$ cat config.mk
export PLATFORM = sky130hd
export DESIGN_NAME = hid_keyboard_report_differ
export DESIGN_NICKNAME = d
export VERILOG_FILES = /design/src/rtl/core/hkrd_pkg.sv /design/src/rtl/core/hkrd_lane.sv /design/src/rtl/core/hkrd_serializer.sv /design/src/rtl/core/hid_keyboard_report_differ.sv
export SDC_FILE = /design/constraint.sdc
export NUM_CORES = 1
export LEC_CHECK = 0
export BUFFER_PORTS_ARGS = -buffer_cell sky130_fd_sc_hd__buf_2
export CORE_MARGIN = 4
export CORE_UTILIZATION = 45
export DETAILED_ROUTE_END_ITERATION = 16
export SLEW_MARGIN = 25
export SYNTH_ARGS = -nofsm -noshare
export SYNTH_HDL_FRONTEND = slang
export SYNTH_SLANG_ARGS = --single-unit
$ cat constraint.sdc
create_clock -name clk -period 10.1 [get_ports clk]
set_input_delay 0.505 -clock clk [delete_from_list [all_inputs] [get_ports clk]]
set_output_delay 0.505 -clock clk [all_outputs]
set_load 0.01 [all_outputs]
$ cat src/rtl/core/hkrd_pkg.sv
// ----------------------------------------------------------------------------
// hkrd_pkg
// Shared types and constants for the HID keyboard report differ.
// ----------------------------------------------------------------------------
package hkrd_pkg;

    localparam int unsigned KEY_W    = 8;
    localparam int unsigned MOD_BITS = 8;
    localparam logic [KEY_W-1:0] MOD_BASE = 8'hE0;

    // One key event as it leaves the block.
    typedef struct packed {
        logic [KEY_W-1:0] key_code;
        logic             key_up;
        logic             last_event;
    } hkrd_event_t;

endpackage

$ cat src/rtl/core/hkrd_lane.sv
// ----------------------------------------------------------------------------
// hkrd_lane
// One compare lane: flags a non-empty key code that no slot of the other
// report holds.
// ----------------------------------------------------------------------------
module hkrd_lane
    import hkrd_pkg::*;
#(
    parameter int unsigned KEY_SLOTS = 6
)
(
    input  logic [KEY_W-1:0]                code,
    input  logic [KEY_SLOTS-1:0][KEY_W-1:0] other_keys,
    output logic                            hit
);

    logic [KEY_SLOTS-1:0] match;

    always_comb
    begin
        for (int i = 0; i < KEY_SLOTS; i++)
        begin
            match[i] = (other_keys[i] == code);
        end
        hit = (code != '0) && !(|match);
    end

endmodule

$ cat src/rtl/core/hkrd_serializer.sv
// ----------------------------------------------------------------------------
// hkrd_serializer
// Merges the lane flags into a pending event mask and sends one event per
// cycle while the output is not stalled, earliest first, through an output register.
// ----------------------------------------------------------------------------
module hkrd_serializer
    import hkrd_pkg::*;
#(
    parameter int unsigned EVENTS = 28
)
(
    input  logic                         clk,
    input  logic                         rst_n,
    input  logic                         load,
    input  logic [EVENTS-1:0]            ev_mask,
    input  logic [EVENTS-1:0][KEY_W-1:0] ev_code,
    output logic                         load_ready,
    output logic                         out_valid,
    input  logic                         out_ready,
    output hkrd_event_t                  out_event
);

    localparam int unsigned HALF = EVENTS / 2;

    logic [EVENTS-1:0]            mask_reg;
    logic [EVENTS-1:0]            mask_next;
    logic [EVENTS-1:0][KEY_W-1:0] code_reg;
    logic                         valid_reg;
    logic                         valid_next;
    hkrd_event_t                  event_reg;
    hkrd_event_t                  event_next;

    logic [EVENTS-1:0] lowest;
    logic [EVENTS-1:0] remaining;
    logic [KEY_W-1:0]  sel_code;
    logic              pop;

    always_comb
    begin
        lowest    = mask_reg & (~mask_reg + 1'b1);
        remaining = mask_reg & ~lowest;
        sel_code  = '0;
        for (int i = 0; i < EVENTS; i++)
        begin
            sel_code = sel_code | (code_reg[i] & {KEY_W{lowest[i]}});
        end
        pop        = (|mask_reg) && (!valid_reg || out_ready);
        load_ready = !(|mask_reg) || (pop && !(|remaining));

        mask_next  = mask_reg;
        valid_next = valid_reg;
        event_next = event_reg;
        if (pop)
        begin
            mask_next             = remaining;
            valid_next            = 1'b1;
            event_next.key_code   = sel_code;
            event_next.key_up     = |lowest[EVENTS-1:HALF];
            event_next.last_event = !(|remaining);
        end
        else if (out_ready)
        begin
            valid_next = 1'b0;
        end
        if (load)
        begin
            mask_next = ev_mask;
        end
    end

    always_ff @(posedge clk or negedge rst_n)
    begin
        if (!rst_n)
        begin
            mask_reg  <= '0;
            valid_reg <= 1'b0;
        end
        else
        begin
            mask_reg  <= mask_next;
            valid_reg <= valid_next;
        end
    end

    always_ff @(posedge clk)
    begin
        event_reg <= event_next;
        if (load)
        begin
            code_reg <= ev_code;
        end
    end

    assign out_valid = valid_reg;
    assign out_event = event_reg;

endmodule

$ cat src/rtl/core/hid_keyboard_report_differ.sv
// ----------------------------------------------------------------------------
// hid_keyboard_report_differ
// Compares each boot keyboard report with the previous one and streams
// press and release events.
// ----------------------------------------------------------------------------
// The events of an accepted report are stored in a pending mask and sent
// from there through an output register. Throughput: one event per cycle
// while the sink does not stall; a report that causes no events leaves the
// input ready, and the next report is taken in the cycle that the last
// event leaves the pending mask.
// Reset clears the stored report to all zero and empties the output.
// ----------------------------------------------------------------------------
module hid_keyboard_report_differ
    import hkrd_pkg::*;
#(
    parameter int unsigned KEY_SLOTS = 6
)
(
    input  logic                          clk,
    input  logic                          rst_n,
    input  logic                          s_tvalid,
    output logic                          s_tready,
    // Fields from bit 0 up: modifiers, key_slot_0 .. key_slot_(KEY_SLOTS-1).
    input  logic [KEY_W*(KEY_SLOTS+1)-1:0] s_tdata,
    output logic                          m_tvalid,
    input  logic                          m_tready,
    // Fields from bit 0 up: key_code.
    output logic [KEY_W-1:0]              m_tdata,
    // Fields from bit 0 up: key_up.
    output logic                          m_tuser,
    output logic                          m_tlast
);

    // Event slots in delivery order: modifier presses (bit 7 first), key
    // presses in slot order, then the same two groups for releases.
    localparam int unsigned HALF   = MOD_BITS + KEY_SLOTS;
    localparam int unsigned EVENTS = 2 * HALF;

    logic [MOD_BITS-1:0]            prev_mods_reg;
    logic [KEY_SLOTS-1:0][KEY_W-1:0] prev_keys_reg;

    logic [MOD_BITS-1:0]             new_mods;
    logic [KEY_SLOTS-1:0][KEY_W-1:0] new_keys;
    logic [KEY_SLOTS-1:0]            press_hit;
    logic [KEY_SLOTS-1:0]            release_hit;
    logic [EVENTS-1:0]               ev_mask;
    logic [EVENTS-1:0][KEY_W-1:0]    ev_code;
    logic                            accept;
    logic                            load_ready;
    hkrd_event_t                     out_event;

    assign new_mods = s_tdata[MOD_BITS-1:0];
    assign accept   = s_tvalid && load_ready;
    assign s_tready = load_ready;

    // Each key slot gets two lanes: its new code searched in the previous
    // report (press), and its previous code searched in the new one (release).
    for (genvar g = 0; g < KEY_SLOTS; g++)
    begin : g_lane
        assign new_keys[g] = s_tdata[KEY_W*(g+1) +: KEY_W];

        hkrd_lane #(.KEY_SLOTS(KEY_SLOTS)) u_press
        (
            .code       (new_keys[g]),
            .other_keys (prev_keys_reg),
            .hit        (press_hit[g])
        );

        hkrd_lane #(.KEY_SLOTS(KEY_SLOTS)) u_release
        (
            .code       (prev_keys_reg[g]),
            .other_keys (new_keys),
            .hit        (release_hit[g])
        );
    end

    // Modifier bits need no lane: a plain bitwise compare per bit.
    always_comb
    begin
        for (int i = 0; i < MOD_BITS; i++)
        begin
            ev_mask[i]        = new_mods[MOD_BITS-1-i] && !prev_mods_reg[MOD_BITS-1-i];
            ev_mask[HALF + i] = prev_mods_reg[MOD_BITS-1-i] && !new_mods[MOD_BITS-1-i];
            ev_code[i]        = MOD_BASE + KEY_W'(MOD_BITS - 1 - i);
            ev_code[HALF + i] = MOD_BASE + KEY_W'(MOD_BITS - 1 - i);
        end
        for (int i = 0; i < KEY_SLOTS; i++)
        begin
            ev_mask[MOD_BITS + i]        = press_hit[i];
            ev_mask[HALF + MOD_BITS + i] = release_hit[i];
            ev_code[MOD_BITS + i]        = new_keys[i];
            ev_code[HALF + MOD_BITS + i] = prev_keys_reg[i];
        end
    end

    // The stored report moves on as soon as a report is taken; its events
    // already sit in the serializer.
    always_ff @(posedge clk or negedge rst_n)
    begin
        if (!rst_n)
        begin
            prev_mods_reg <= '0;
            prev_keys_reg <= '0;
        end
        else if (accept)
        begin
            prev_mods_reg <= new_mods;
            prev_keys_reg <= new_keys;
        end
    end

    hkrd_serializer #(.EVENTS(EVENTS)) u_serializer
    (
        .clk        (clk),
        .rst_n      (rst_n),
        .load       (accept),
        .ev_mask    (ev_mask),
        .ev_code    (ev_code),
        .load_ready (load_ready),
        .out_valid  (m_tvalid),
        .out_ready  (m_tready),
        .out_event  (out_event)
    );

    assign m_tdata = out_event.key_code;
    assign m_tuser = out_event.key_up;
    assign m_tlast = out_event.last_event;

endmodule

==> results_dict.tcl <==
set metrics [dict create \
    routed_via_density 6.11 \
    grt_pass1_wl_um 57000 \
    cts-buffers-inserted 17 \
    io-pin-count 72 \
    postCtsHoldBufs 0 \
    postSynthAreaPerCell_um2 10.7 \
    synthCells 1105 \
    setup-tns-final_ps 0 \
    final-max-slew-violation-count 0 \
    timing_worst_setup_path_type "reg -> reg" \
    growth_of_design_area_from_synthesis_to_finish_pct 8.10 \
    worstPathRequired_ps 10180 \
    setup_violations 0 \
    ys_ff_latch 191 \
    htree_levels 4 \
    synth-warning-count 0 \
    detailroute.via_count 8738 \
    rows 59 \
    dominant_cell_type_by_count_on_the_critical_path "buf_4" \
    run_status "finished, final reports clean" \
    part_of_the_power_in_registers 0.388 \
    final_worst_setup_slack_ps 5450 \
    timing.final.crit_share 0.461 \
    power.density_cell_area_nw_per_um2 354 \
    yosysSeqAreaShare 0.447 \
    grt_remaining_overflow 0 \
    antenna_cells 0 \
    proportion_of_layout_cells_with_a_drive_suffix_above_1 0.169 \
    floorplan.die.width_um 170 \
    async_flop_share 0.445 \
    cpMaxStageDelayCell "buf_4" \
    worstMarginPinSlew_ps 1050 \
    vdd_ir_max_v 0.000210 \
    dominantRegCellSynth "edfxtp_1" \
    postCtsResizedCells 0 \
    critPathCaptureType "flip-flop" \
    timing.critical_path.max_delay_family "simple AND/OR/NAND/NOR gates" \
    post_synth_num_cell_types 59 \
    combPwrFrac 0.462 \
    max_freq_ghz 0.215 \
    wl_per_cell_um 26.9 \
    vias_in_the_first_global_route 8722 \
    rsz0062_at_grt "no" \
    p_sw_frac 0.466 \
    dp_worst_slack_ps 5450 \
    timing.final.hold_violations 0 \
    startpoint_type "flip-flop" \
    synth_enable_flop_cells 106 \
    timing.max_cap.violations 0 \
    core_area_um2 26000 \
    num-nets-final 1141 \
    detail-route-antenna-nets 0 \
    root_buffer "clkbuf_16" \
    fp.dieArea_um2 29000 \
    slew_margin_rel 0.295 \
    hold_class "in -> async" \
    arrival_ps 4730 \
    synth_nets 1165 \
    clock_insertion_delay_worst_skew_ps 450 \
    cp.buffers_inverters 2 \
    cp_slowest_stage_delay_ps 670 \
    crit_path_cell_chain "nor4_1, nand3_1, or4_4, o221ai_1, nor4bb_1, a41oi_1, nor2b_4, buf_4, buf_4" \
    detailedPlacementHpwl_um 26800 \
    clock_sink_count 191 \
    synth.cell_area_um2 11900 \
    initial_core_util 0.457 \
    power_leakage_nw 5.32 \
    cts_tree "yes" \
    gp_congestion 0.940 \
    drc 0 \
    cp_max_fo 57 \
    detail_route.wirelength_um 38500 \
    drtIter0Drc 889 \
    post-cts-setup-buffer-count 0 \
    cts-root-to-sink-buffers 2 \
    grt_util_all_layers 0.266 \
    fin_worst_skew_ps 20.3 \
    timing.final.crit_period_ps 4650 \
    final_cell_mix "xor2_1, edfxtp_1, nor4_1, dfrtp_1, nand2_1" \
    grt_antenna_before_repair 0 \
    clkSlewWorstSetupHoldPaths_ps 80 \
    detail_route.first_pass.iterations 5 \
    mostFrequentLayoutCell "xor2_1" \
    grt_start_max_net_pins 59 \
    switching_power_w 0.00212 \
    largest_register_ffs 96 \
    port-buffer-count 71 \
    internal_power_w 0.00243 \
    height_of_the_chip_um 170 \
    p_clk_frac 0.150 \
]
-- layout make-up --
cell class                 instances  area [µm²]
inverter                          15        56.3
clock inverter                    14         149
multi-input combinational        772        6020
sequential                       191        5310
fill                            2416       13200
tap                              335         419
clock buffer                      18         429
timing repair buffer              84         455
-- cell families (layout without fill, tap and decap cells) --
logic type | after synthesis | after routing | synth area share
adders and majority gates | 1 | 1 | 0.000843
AOI/OAI and AO/OA | 124 | 124 | 0.0727
buffers and inverters | 142 | 131 | 0.0494
muxes | 58 | 58 | 0.0716
DFF | 191 | 191 | 0.447
xor gates and xnor gates | 288 | 288 | 0.212
and+or+nand+nor | 301 | 301 | 0.146
-- per-layer routing --
metal	up-vias	wire, µm	GRT usage
li1	3911	-	-
met1	4377	16600	0.364
met2	364	17800	0.423
met3	86	2420	0.0427
met4	0	1640	0.107
met5	-	0	0
-- power by group through the flow --
stage	clock network (W)	registers, W	logic [W]
2_1_floorplan	0	0.00133	0.00181
6_report	0.000681	0.00176	0.00210
4_1_cts	0.000691	0.00175	0.00208
3_3_place_gp	0	0.00176	0.00206
5_1_grt	0.000726	0.00179	0.00227
3_5_place_dp	0	0.00176	0.00207
-- per-stage QoR --
| step | utilization | cell area, µm² | instances | total power, W | hold slack [ps] |
|---|---|---|---|---|---|
| after floorplan | - | 11900 | 1105 | 0.00314 | 209 |
| after global placement | 0.472 | 12300 | 1397 | 0.00381 | 510 |
| after detailed placement | 0.472 | 12300 | 1397 | 0.00383 | 507 |
| after CTS | 0.494 | 12800 | 1429 | 0.00452 | 73.6 |
| after global routing | 0.494 | 12800 | 1429 | 0.00478 | 96.9 |
| final | 0.494 | 12800 | 1429 | 0.00454 | 65.3 |
-- Yosys cell counts, drive strengths merged, types with 3 or more instances --
cell type,number,area share
and3,6,0.0032
nor4,104,0.057
a221oi,8,0.0059
a222oi,5,0.0042
o31ai,5,0.0032
inv,15,0.0047
a31oi,3,0.0016
clkbuf,98,0.031
and4,8,0.0059
nand4,20,0.011
or4,6,0.0044
a22o,3,0.0022
o41ai,5,0.0037
edfxtp,106,0.27
nor3,18,0.0080
xor2,288,0.21
nand4b,6,0.0044
o22ai,6,0.0032
nand2,72,0.023
or3,5,0.0026
or2,4,0.0021
buf,29,0.014
o21ai,39,0.016
a22oi,17,0.011
a221o,4,0.0034
mux2,56,0.070
a21oi,9,0.0038
a211o,3,0.0022
dfrtp,85,0.18
nor2,18,0.0057
nand3,9,0.0038
nand2b,14,0.0074
-- path summary, 6_finish.rpt --
check | from | to | slack (ps) | depth (start not counted)
worst max-delay path | u_serializer.mask_reg[0]$_DFFE_PN0P_ | u_serializer.code_reg[182]$_DFFE_PP_ | 5450 | 9
worst min-delay path | rst_n | ev_code[216]$_DFFE_PN0P_ | 70 | 1
worst max register to register | u_serializer.mask_reg[0]$_DFFE_PN0P_ | u_serializer.code_reg[182]$_DFFE_PP_ | 5450 | 9
worst min register to register | prev_mods_reg[5]$_DFFE_PN0P_ | prev_mods_reg[5]$_DFFE_PN0P_ | 530 | 1
max in group asynchronous | rst_n | u_serializer.mask_reg[8]$_DFFE_PN0P_ | 8960 | 2
min in group clk | s_tdata[2] | u_serializer.mask_reg[19]$_DFFE_PN0P_ | 310 | 2
Power figures use the tool's default switching activity.
